File: src/rtl/cpa_pkg.sv
// ----------------------------------------------------------------------------
// cpa_pkg - shared types and constants of the contiguous page allocator
// Status codes, request kinds, flag bit positions and default sizes.
// ----------------------------------------------------------------------------
package cpa_pkg;

  localparam int MAX_PAGES_DEF  = 256;
  localparam int PAGE_BYTES_DEF = 4096;

  localparam int ADDR_W  = 32;
  localparam int COUNT_W = 9;
  localparam int FLAG_W  = 2;

  localparam logic [COUNT_W-1:0] POOL_PAGES_RST = 9'd256;
  localparam logic [ADDR_W-1:0]  POOL_BASE_RST  = '0;

  // Flag entry layout
  localparam int FLAG_TAKEN_BIT = 0;
  localparam int FLAG_LAST_BIT  = 1;
  localparam logic [FLAG_W-1:0] FLAG_NONE       = 2'b00;
  localparam logic [FLAG_W-1:0] FLAG_TAKEN      = 2'b01;
  localparam logic [FLAG_W-1:0] FLAG_TAKEN_LAST = 2'b11;

  // Opcodes
  localparam logic OP_ALLOC = 1'b0;
  localparam logic OP_FREE  = 1'b1;

  // Configuration register indexes
  localparam logic CFG_POOL_BASE  = 1'b0;
  localparam logic CFG_POOL_PAGES = 1'b1;

  typedef enum logic [1:0] {
    ST_DONE       = 2'd0,
    ST_ALLOC_FAIL = 2'd1,
    ST_FREE_BAD   = 2'd2
  } status_t;

  typedef enum logic [1:0] {
    KIND_ALLOC,
    KIND_FREE,
    KIND_REJECT
  } kind_t;

  // Request from the front end to the sequencer
  typedef struct packed {
    logic    start;
    kind_t   kind;
    status_t status;
  } cpa_cmd_t;

  // Sequencer status back to the front end
  typedef struct packed {
    logic    idle;
    logic    done;
    status_t status;
  } cpa_rsp_t;

endpackage

File: src/rtl/contiguous_page_allocator_core.sv
// Throughput: one request at a time; the page-by-page flag table scan sets the rate.
// Reset: synchronous, active low; afterwards a clearing pass over all MAX_PAGES
//   entries wipes the flag table, during which no request is accepted (config writes are).
// ----------------------------------------------------------------------------
// contiguous_page_allocator_core - first-fit contiguous page allocator
// Keeps taken/last flags per page in a RAM, allocates the lowest fitting run
// of free pages and frees blocks by walking to their last page.
// ----------------------------------------------------------------------------
module contiguous_page_allocator_core #(
  parameter int MAX_PAGES  = cpa_pkg::MAX_PAGES_DEF,
  parameter int PAGE_BYTES = cpa_pkg::PAGE_BYTES_DEF
) (
  input  logic                          clk,
  input  logic                          rst_n,
  // request channel
  input  logic                          in_valid,
  output logic                          in_stall,
  input  logic                          in_opcode,
  input  logic [cpa_pkg::COUNT_W-1:0]   in_page_count,
  input  logic [cpa_pkg::ADDR_W-1:0]    in_free_address,
  // result channel
  output logic                          out_valid,
  input  logic                          out_stall,
  output logic [1:0]                    out_status,
  output logic [cpa_pkg::ADDR_W-1:0]    out_block_address,
  // configuration write channel
  input  logic                          cfg_valid,
  output logic                          cfg_ready,
  input  logic                          cfg_index,
  input  logic [cpa_pkg::ADDR_W-1:0]    cfg_data
);

  localparam int IDX_W = $clog2(MAX_PAGES);
  localparam int CNT_W = $clog2(MAX_PAGES + 1);
  localparam int CMP_W = (cpa_pkg::COUNT_W > CNT_W) ? cpa_pkg::COUNT_W : CNT_W;

  // Configuration registers
  logic [cpa_pkg::ADDR_W-1:0]  pool_base_r;
  logic [cpa_pkg::COUNT_W-1:0] pool_pages_r;

  // Effective pool size: the programmed size saturated to the table depth
  logic [CMP_W-1:0] pages_cmp;
  logic [CMP_W-1:0] count_cmp;
  logic [CNT_W-1:0] pool_n;

  logic in_xfer;
  logic alloc_bad;
  logic free_bad;

  cpa_pkg::cpa_cmd_t cmd;
  cpa_pkg::cpa_rsp_t rsp;
  logic [cpa_pkg::ADDR_W-1:0] rsp_addr;
  logic [cpa_pkg::ADDR_W-1:0] cmd_diff;
  logic                       take;

  // Output register
  logic                       out_valid_r;
  logic [1:0]                 out_status_r;
  logic [cpa_pkg::ADDR_W-1:0] out_addr_r;

  // Flag table port
  logic                       ram_we;
  logic [IDX_W-1:0]           ram_waddr;
  logic [cpa_pkg::FLAG_W-1:0] ram_wdata;
  logic [IDX_W-1:0]           ram_raddr;
  logic [cpa_pkg::FLAG_W-1:0] ram_rdata;

  // Configuration writes are always taken; software writes only while idle
  assign cfg_ready = 1'b1;

  always_ff @(posedge clk) begin
    if (!rst_n) begin
      pool_base_r  <= cpa_pkg::POOL_BASE_RST;
      pool_pages_r <= cpa_pkg::POOL_PAGES_RST;
    end else if (cfg_valid && cfg_ready) begin
      case (cfg_index)
        cpa_pkg::CFG_POOL_BASE:  pool_base_r  <= cfg_data;
        cpa_pkg::CFG_POOL_PAGES: pool_pages_r <= cfg_data[cpa_pkg::COUNT_W-1:0];
        default: begin
          pool_base_r <= pool_base_r;
        end
      endcase
    end
  end

  assign pages_cmp = (CMP_W'(pool_pages_r) > CMP_W'(MAX_PAGES)) ?
                     CMP_W'(MAX_PAGES) : CMP_W'(pool_pages_r);
  assign pool_n    = pages_cmp[CNT_W-1:0];
  assign count_cmp = CMP_W'(in_page_count);

  // Accept a new request only while the sequencer sits idle; a finished
  // result may still be waiting in the output register.
  assign in_stall = !rsp.idle;
  assign in_xfer  = in_valid && !in_stall;

  // Screen out requests that need no table walk. The pool-end check of a
  // free is done by the locate pass in the sequencer.
  assign alloc_bad = (in_page_count == '0) || (count_cmp > pages_cmp);
  assign free_bad  = (in_free_address == '0) || (in_free_address < pool_base_r) ||
                     (pool_n == '0);
  assign cmd_diff  = in_free_address - pool_base_r;

  always_comb begin
    cmd.start  = in_xfer;
    cmd.kind   = cpa_pkg::KIND_REJECT;
    cmd.status = cpa_pkg::ST_DONE;
    if (in_opcode == cpa_pkg::OP_ALLOC) begin
      if (alloc_bad) begin
        cmd.status = cpa_pkg::ST_ALLOC_FAIL;
      end else begin
        cmd.kind = cpa_pkg::KIND_ALLOC;
      end
    end else begin
      if (free_bad) begin
        cmd.status = cpa_pkg::ST_FREE_BAD;
      end else begin
        cmd.kind = cpa_pkg::KIND_FREE;
      end
    end
  end

  cpa_seq #(
    .MAX_PAGES  (MAX_PAGES),
    .PAGE_BYTES (PAGE_BYTES)
  ) u_seq (
    .clk       (clk),
    .rst_n     (rst_n),
    .cmd       (cmd),
    .cmd_count (count_cmp[CNT_W-1:0]),
    .cmd_diff  (cmd_diff),
    .pool_n    (pool_n),
    .pool_base (pool_base_r),
    .take      (take),
    .rsp       (rsp),
    .rsp_addr  (rsp_addr),
    .ram_we    (ram_we),
    .ram_waddr (ram_waddr),
    .ram_wdata (ram_wdata),
    .ram_raddr (ram_raddr),
    .ram_rdata (ram_rdata)
  );

  cpa_ram #(
    .WIDTH (cpa_pkg::FLAG_W),
    .DEPTH (MAX_PAGES)
  ) u_flags (
    .clk   (clk),
    .we    (ram_we),
    .waddr (ram_waddr),
    .wdata (ram_wdata),
    .raddr (ram_raddr),
    .rdata (ram_rdata)
  );

  // Move the finished result into the output register once it is free or
  // its content is being transferred this cycle.
  assign take = rsp.done && (!out_valid_r || !out_stall);

  always_ff @(posedge clk) begin
    if (!rst_n) begin
      out_valid_r <= 1'b0;
    end else if (take) begin
      out_valid_r <= 1'b1;
    end else if (!out_stall) begin
      out_valid_r <= 1'b0;
    end
    if (take) begin
      out_status_r <= rsp.status;
      out_addr_r   <= rsp_addr;
    end
  end

  assign out_valid         = out_valid_r;
  assign out_status        = out_status_r;
  assign out_block_address = out_addr_r;

endmodule

File: src/rtl/cpa_ram.sv
// ----------------------------------------------------------------------------
// cpa_ram - generic simple dual-port RAM
// One write port, one read port, registered read data.
// ----------------------------------------------------------------------------
module cpa_ram #(
  parameter int WIDTH = 2,
  parameter int DEPTH = 256
) (
  input  logic                     clk,
  input  logic                     we,
  input  logic [$clog2(DEPTH)-1:0] waddr,
  input  logic [WIDTH-1:0]         wdata,
  input  logic [$clog2(DEPTH)-1:0] raddr,
  output logic [WIDTH-1:0]         rdata
);

  logic [WIDTH-1:0] mem_r [DEPTH];
  logic [WIDTH-1:0] rdata_r;

  always_ff @(posedge clk) begin
    if (we) begin
      mem_r[waddr] <= wdata;
    end
    rdata_r <= mem_r[raddr];
  end

  assign rdata = rdata_r;

endmodule

File: src/rtl/cpa_seq.sv
// ----------------------------------------------------------------------------
// cpa_seq - page table sequencer
// Clears the flag table, runs the first-fit scan, marks runs, locates and
// walks freed blocks, one page per cycle.
// ----------------------------------------------------------------------------
module cpa_seq #(
  parameter int MAX_PAGES  = cpa_pkg::MAX_PAGES_DEF,
  parameter int PAGE_BYTES = cpa_pkg::PAGE_BYTES_DEF,
  localparam int IDX_W = $clog2(MAX_PAGES),
  localparam int CNT_W = $clog2(MAX_PAGES + 1)
) (
  input  logic                      clk,
  input  logic                      rst_n,
  input  cpa_pkg::cpa_cmd_t         cmd,
  input  logic [CNT_W-1:0]          cmd_count,
  input  logic [cpa_pkg::ADDR_W-1:0] cmd_diff,
  input  logic [CNT_W-1:0]          pool_n,
  input  logic [cpa_pkg::ADDR_W-1:0] pool_base,
  input  logic                      take,
  output cpa_pkg::cpa_rsp_t         rsp,
  output logic [cpa_pkg::ADDR_W-1:0] rsp_addr,
  output logic                      ram_we,
  output logic [IDX_W-1:0]          ram_waddr,
  output logic [cpa_pkg::FLAG_W-1:0] ram_wdata,
  output logic [IDX_W-1:0]          ram_raddr,
  input  logic [cpa_pkg::FLAG_W-1:0] ram_rdata
);

  localparam int ACC_W = cpa_pkg::ADDR_W + 1;
  localparam logic [ACC_W-1:0]           PB_ACC  = ACC_W'(PAGE_BYTES);
  localparam logic [cpa_pkg::ADDR_W-1:0] PB_ADDR = cpa_pkg::ADDR_W'(PAGE_BYTES);
  localparam logic [IDX_W-1:0]           IDX_TOP = IDX_W'(MAX_PAGES - 1);

  typedef enum logic [2:0] {
    S_CLEAR,
    S_IDLE,
    S_LOCATE,
    S_SCAN,
    S_WALK,
    S_MARK,
    S_DONE
  } state_t;

  state_t                     state_r, state_nxt;
  logic [CNT_W-1:0]           idx_r, idx_nxt;
  logic [IDX_W-1:0]           chk_idx_r, chk_idx_nxt;
  logic                       chk_v_r, chk_v_nxt;
  logic [CNT_W-1:0]           run_r, run_nxt;
  logic [IDX_W-1:0]           run_idx_r, run_idx_nxt;
  logic [cpa_pkg::ADDR_W-1:0] run_addr_r, run_addr_nxt;
  logic [cpa_pkg::ADDR_W-1:0] pg_addr_r, pg_addr_nxt;
  logic [ACC_W-1:0]           acc_r, acc_nxt;
  logic [IDX_W-1:0]           mk_r, mk_nxt;
  logic [IDX_W-1:0]           last_r, last_nxt;
  logic [CNT_W-1:0]           count_r, count_nxt;
  logic [cpa_pkg::ADDR_W-1:0] diff_r, diff_nxt;
  cpa_pkg::status_t           status_r, status_nxt;
  logic [cpa_pkg::ADDR_W-1:0] addr_r, addr_nxt;

  logic                       rd_ok;
  logic                       chk_end;
  logic [ACC_W-1:0]           acc_sum;
  logic [CNT_W-1:0]           run_inc;
  logic [IDX_W-1:0]           start_idx;
  logic [cpa_pkg::ADDR_W-1:0] start_addr;

  assign rd_ok      = idx_r < pool_n;
  assign chk_end    = (CNT_W'(chk_idx_r) + CNT_W'(1)) == pool_n;
  assign acc_sum    = acc_r + PB_ACC;
  assign run_inc    = run_r + CNT_W'(1);
  assign start_idx  = (run_r == '0) ? chk_idx_r : run_idx_r;
  assign start_addr = (run_r == '0) ? pg_addr_r : run_addr_r;

  always_comb begin
    state_nxt    = state_r;
    idx_nxt      = idx_r;
    chk_idx_nxt  = chk_idx_r;
    chk_v_nxt    = chk_v_r;
    run_nxt      = run_r;
    run_idx_nxt  = run_idx_r;
    run_addr_nxt = run_addr_r;
    pg_addr_nxt  = pg_addr_r;
    acc_nxt      = acc_r;
    mk_nxt       = mk_r;
    last_nxt     = last_r;
    count_nxt    = count_r;
    diff_nxt     = diff_r;
    status_nxt   = status_r;
    addr_nxt     = addr_r;
    ram_we       = 1'b0;
    ram_waddr    = mk_r;
    ram_wdata    = cpa_pkg::FLAG_NONE;
    ram_raddr    = idx_r[IDX_W-1:0];

    case (state_r)
      S_CLEAR: begin
        ram_we = 1'b1;
        if (mk_r == IDX_TOP) begin
          state_nxt = S_IDLE;
        end else begin
          mk_nxt = mk_r + IDX_W'(1);
        end
      end

      S_IDLE: begin
        if (cmd.start) begin
          status_nxt  = cmd.status;
          addr_nxt    = '0;
          count_nxt   = cmd_count;
          diff_nxt    = cmd_diff;
          idx_nxt     = '0;
          acc_nxt     = '0;
          chk_v_nxt   = 1'b0;
          run_nxt     = '0;
          pg_addr_nxt = pool_base;
          case (cmd.kind)
            cpa_pkg::KIND_ALLOC: state_nxt = S_SCAN;
            cpa_pkg::KIND_FREE:  state_nxt = S_LOCATE;
            default:             state_nxt = S_DONE;
          endcase
        end
      end

      // Step a byte offset one page at a time until it brackets the address or the pool ends
      S_LOCATE: begin
        if (ACC_W'(diff_r) < acc_sum) begin
          state_nxt = S_WALK;
          chk_v_nxt = 1'b0;
        end else if (idx_r + CNT_W'(1) == pool_n) begin
          status_nxt = cpa_pkg::ST_FREE_BAD;
          state_nxt  = S_DONE;
        end else begin
          idx_nxt = idx_r + CNT_W'(1);
          acc_nxt = acc_sum;
        end
      end

      // First-fit search, read of page i+1 overlaps check of page i
      S_SCAN: begin
        chk_v_nxt   = rd_ok;
        chk_idx_nxt = idx_r[IDX_W-1:0];
        if (rd_ok) begin
          idx_nxt = idx_r + CNT_W'(1);
        end
        if (chk_v_r) begin
          pg_addr_nxt = pg_addr_r + PB_ADDR;
          if (ram_rdata[cpa_pkg::FLAG_TAKEN_BIT]) begin
            run_nxt = '0;
            if (chk_end) begin
              status_nxt = cpa_pkg::ST_ALLOC_FAIL;
              state_nxt  = S_DONE;
            end
          end else begin
            run_nxt      = run_inc;
            run_idx_nxt  = start_idx;
            run_addr_nxt = start_addr;
            if (run_inc == count_r) begin
              mk_nxt    = start_idx;
              last_nxt  = chk_idx_r;
              addr_nxt  = start_addr;
              state_nxt = S_MARK;
            end else if (chk_end) begin
              status_nxt = cpa_pkg::ST_ALLOC_FAIL;
              state_nxt  = S_DONE;
            end
          end
        end
      end

      // Clear taken pages until the last-flagged one, an untaken page or the pool end
      S_WALK: begin
        chk_v_nxt   = rd_ok;
        chk_idx_nxt = idx_r[IDX_W-1:0];
        if (rd_ok) begin
          idx_nxt = idx_r + CNT_W'(1);
        end
        ram_waddr = chk_idx_r;
        if (chk_v_r) begin
          if (!ram_rdata[cpa_pkg::FLAG_TAKEN_BIT]) begin
            state_nxt = S_DONE;
          end else begin
            ram_we = 1'b1;
            if (ram_rdata[cpa_pkg::FLAG_LAST_BIT] || chk_end) begin
              state_nxt = S_DONE;
            end
          end
        end
      end

      S_MARK: begin
        ram_we    = 1'b1;
        ram_wdata = (mk_r == last_r) ? cpa_pkg::FLAG_TAKEN_LAST : cpa_pkg::FLAG_TAKEN;
        if (mk_r == last_r) begin
          state_nxt = S_DONE;
        end else begin
          mk_nxt = mk_r + IDX_W'(1);
        end
      end

      S_DONE: begin
        if (take) begin
          state_nxt = S_IDLE;
        end
      end

      default: begin
        state_nxt = S_IDLE;
      end
    endcase
  end

  always_ff @(posedge clk) begin
    if (!rst_n) begin
      state_r <= S_CLEAR;
      mk_r    <= '0;
      chk_v_r <= 1'b0;
    end else begin
      state_r <= state_nxt;
      mk_r    <= mk_nxt;
      chk_v_r <= chk_v_nxt;
    end
    idx_r      <= idx_nxt;
    chk_idx_r  <= chk_idx_nxt;
    run_r      <= run_nxt;
    run_idx_r  <= run_idx_nxt;
    run_addr_r <= run_addr_nxt;
    pg_addr_r  <= pg_addr_nxt;
    acc_r      <= acc_nxt;
    last_r     <= last_nxt;
    count_r    <= count_nxt;
    diff_r     <= diff_nxt;
    status_r   <= status_nxt;
    addr_r     <= addr_nxt;
  end

  assign rsp.idle   = (state_r == S_IDLE);
  assign rsp.done   = (state_r == S_DONE);
  assign rsp.status = status_r;
  assign rsp_addr   = addr_r;

endmodule

File: config.mk
export PLATFORM = sky130hd
export DESIGN_NAME = contiguous_page_allocator_core
export DESIGN_NICKNAME = d
export VERILOG_FILES = /design/src/rtl/cpa_pkg.sv /design/src/rtl/contiguous_page_allocator_core.sv /design/src/rtl/cpa_ram.sv /design/src/rtl/cpa_seq.sv
export SDC_FILE = /design/constraint.sdc
export NUM_CORES = 1
export LEC_CHECK = 0
export BUFFER_PORTS_ARGS = -buffer_cell sky130_fd_sc_hd__buf_4
export CELL_PAD_IN_SITES_DETAIL_PLACEMENT = 0
export CELL_PAD_IN_SITES_GLOBAL_PLACEMENT = 1
export CORE_UTILIZATION = 53
export CTS_BUF_LIST = sky130_fd_sc_hd__clkbuf_16
export DETAILED_ROUTE_END_ITERATION = 8
export HOLD_SLACK_MARGIN = 0.05
export PLACE_DENSITY = 0.78
export SLEW_MARGIN = 0
export SYNTH_ARGS = -nofsm -noshare
export SYNTH_HDL_FRONTEND = slang
export SYNTH_SLANG_ARGS = --single-unit
File: constraint.sdc
create_clock -name clk -period 16.35 [get_ports clk]
set_clock_uncertainty 0.2 [all_clocks]
set_input_delay 2.4525 -clock clk [delete_from_list [all_inputs] [get_ports clk]]
set_output_delay 2.4525 -clock clk [all_outputs]
set_load 0.005 [all_outputs]
==> results.cfg <==
[clock_tree]
hold_buffers = 0
cts_resized = 0
cts.sinks = 792
clockBufferDepth = 3
cts-root-buf = clkbuf_16
clk_pin_slew_ps = 60
h-tree-depth = 3
cts_buffers = 82
cts_tree = built
postCtsSetupRepairBufs = 0
insertion_delay_ps = 640

[worst_setup_path]
critPathMaxFanout = 54
cp-end-kind = register
rr_worst_depth = 7
rrSetupSlack_ps = 11180
r2r-start = u_seq.idx_r[0]
r2r_end = u_flags.rdata[0]
required_ps = 16660
crit_path_start_kind = register
worstSetupPathType = register to register
cp.arrival_ps = 5480

[pwr]
p_leak_nw = 12.3
powerDensity_mw_per_mm2 = 137
p_total_mw = 5.44
peakVddDrop_v = 0.000117

[logic_synthesis]
synth_nets = 2569
synth-main-ff-cell = edfxtp_1
yosysUniqueCellTypes = 62
synth_edf_count = 736
yosysWarnings = 0
synth_area_per_cell_um2 = 14.6
netlist_instances = 2413
yosysSeqAreaShare_pct = 65.9
async_flop_share_pct = 0
synth.cell_area_mm2 = 0.0353
synth_seq_cells = 792

[cells_and_area]
layout_commonest_cell = edfxtp_1
utilization_pct = 60.3
final_cell_mix = 736 x edfxtp_1, 345 x nor2_1, 218 x nand2_1, 170 x mux4_2, 144 x buf_4
nNetsFinal = 2677
area_growth_pct = 12.4
nFillCells = 5028
diodes = 0
drive_gt1_share_pct = 18.9

[timing]
setup_slack_ps = 11180
maxSlewViolCount = 0
post-route-min-period_ps = 5170
fin_hold_ws_ps = 219
rsz0062_at_grt = no
setup_violations = 0
finalCritPeriodShare_pct = 31.6
fmax_mhz = 194
hold_violations = 0
finalSetupTns_ps = 0
tightest_slew_ps = 1250
maxSlewHeadroom_pct = 16.9

[detailed_routing]
dr.pass1.iters = 5
drt_iter0_drc = 1775
viasPerCell = 5.98
vias = 20600
post-route-drc-count = 0
wl_per_cell_um = 24.0
ant_nets = 0
wirelength_um = 83000

[status]
status = finished, final reports clean

[global_route]
overflow = 0
grtUsageMet2_pct = 43.0
grt_pass1_wl_um = 126000
grt_util_met1_pct = 32.2
use_met3_pct = 3.31
grt_pass1_vias = 21200
track_usage_pct = 24.9
grt_start_max_net_pins = 257
grt_busiest_layer = met2
antenna_found_initial = 1

[placement]
dp_slack_ps = 11000
routabilityCongestion = 0.880
hpwl_um = 52800
port_buffers = 115

[die]
die_area_mm2 = 0.0676
core.rowCount = 94
die_y_um = 260
coreArea_mm2 = 0.0657
io-pin-count = 117
die_w_um = 260
initial_core_util_pct = 53.6

[hold_path]
min_to = out_block_address[12]
hold_depth = 0
holdCritStartpoint = u_seq.rsp_addr[12]
hp-class = register to register

[run]
drv_cap = 0
==> metrics by stage <==
stage / instance area [um2] / cells
after floorplan: 35300 / 2413
after global placement: 37000 / 3301
final: 39600 / 3453
after detailed placement: 37000 / 3301
after CTS: 39600 / 3453
after global routing: 39600 / 3453
==> power by group <==
part	switching (mW)	internal, mW	leakage, nW
sequential	0.0941	2.34	6.58
clock	0.789	1.01	1.34
combinational	0.732	0.474	4.40
==> synthesized netlist by cell type, types with 3 or more instances <==
cell | instances | area (um2)
nor2b_1 | 20 | 125
or3_1 | 7 | 43.8
o31ai_1 | 9 | 67.6
and4_1 | 8 | 70.1
nor3_1 | 14 | 70.1
ha_1 | 75 | 938
a211oi_1 | 5 | 37.5
mux4_2 | 170 | 3830
o21ai_0 | 64 | 320
mux2_2 | 38 | 428
a221oi_1 | 3 | 26.3
a31o_2 | 4 | 35.0
nand2b_1 | 14 | 87.6
a22oi_1 | 6 | 45.0
xor2_1 | 51 | 447
a21boi_0 | 45 | 338
nor4_1 | 18 | 113
nor2_1 | 349 | 1310
o21a_1 | 7 | 52.6
dfxtp_1 | 56 | 1120
a21o_1 | 22 | 165
edfxtp_1 | 736 | 22100
and2_1 | 41 | 257
nand3_1 | 47 | 235
a31oi_1 | 6 | 37.5
o211ai_1 | 10 | 75.1
nand4_1 | 19 | 119
xnor2_1 | 50 | 438
buf_4 | 7 | 52.6
a21oi_1 | 51 | 255
mux2i_1 | 5 | 50.1
buf_2 | 8 | 40.0
nand3b_1 | 7 | 52.6
nand2_1 | 219 | 822
and3_1 | 13 | 81.3
o2111ai_1 | 3 | 26.3
buf_1 | 12 | 45.0
inv_1 | 68 | 255
clkbuf_1 | 95 | 357
==> worst max path at each step <==
stage / from / to / slack (ps) / cells after the start
floorplan: u_seq.mk_r[6] / u_flags.mem_r[0][1] / 3490 / 5
global placement: in_free_address[8] / u_seq.diff_r[31] / 11010 / 11
detailed placement: in_free_address[7] / u_seq.diff_r[31] / 11000 / 11
CTS: u_seq.idx_r[0] / u_flags.rdata[0] / 11090 / 7
global route: u_seq.idx_r[0] / u_flags.rdata[0] / 10830 / 7
finish: u_seq.idx_r[0] / u_flags.rdata[0] / 11180 / 7
==> worst max-delay path: stages (launching register included) <==
cell and delay, ps:
edfxtp_1 320, buf_4 500, buf_4 860, buf_4 930, mux4_2 630, mux4_2 510
mux4_2 490, mux4_2 480
==> cell type report <==
| cell class | instances | area (um2) | area share, % |
|---|---|---|---|
| clock buffer | 83 | 2080 | 5.24 |
| tap | 864 | 1080 | 2.73 |
| inverter | 69 | 259 | 0.653 |
| multi-input combinational | 1430 | 11300 | 28.6 |
| sequential | 792 | 23200 | 58.6 |
| clock inverter | 69 | 532 | 1.34 |
| timing repair buffer | 146 | 1120 | 2.83 |
==> flip-flops by register name, indices dropped and copies added (netlist names), 9 cells and up <==
name,count
u_seq.pg_addr_r,32
out_block_address,32
u_seq.diff_r,20
u_flags.mem_r,512
u_seq.acc_r,21
u_seq.rsp_addr,32
u_seq.run_r,9
u_seq.run_addr_r,32
pool_base_r,32
u_seq.count_r,9
pool_pages_r,9
u_seq.idx_r,9
==> kinds of logic (layout without fill, tap and decap cells) <==
| kind of cell | count (synthesis) | count (layout) | share of synthesized area, % |
|---|---|---|---|
| buf+inv | 191 | 367 | 2.14 |
| mux | 213 | 213 | 12.2 |
| compound gates | 256 | 256 | 4.73 |
| fa+ha+maj | 76 | 76 | 2.72 |
| other cells | 1 | 1 | 0.0106 |
| simple gates | 782 | 782 | 9.75 |
| xor+xnor | 102 | 102 | 2.57 |
| flops | 792 | 792 | 65.9 |
==> routing by layer <==
metal / vias to the layer above / wire length [um]
met4: 2 / 2750
li1: 9317 / -
met1: 10500 / 33000
met5: - / 11
met2: 688 / 42100
met3: 151 / 5110
Power figures use the tool's default switching activity.
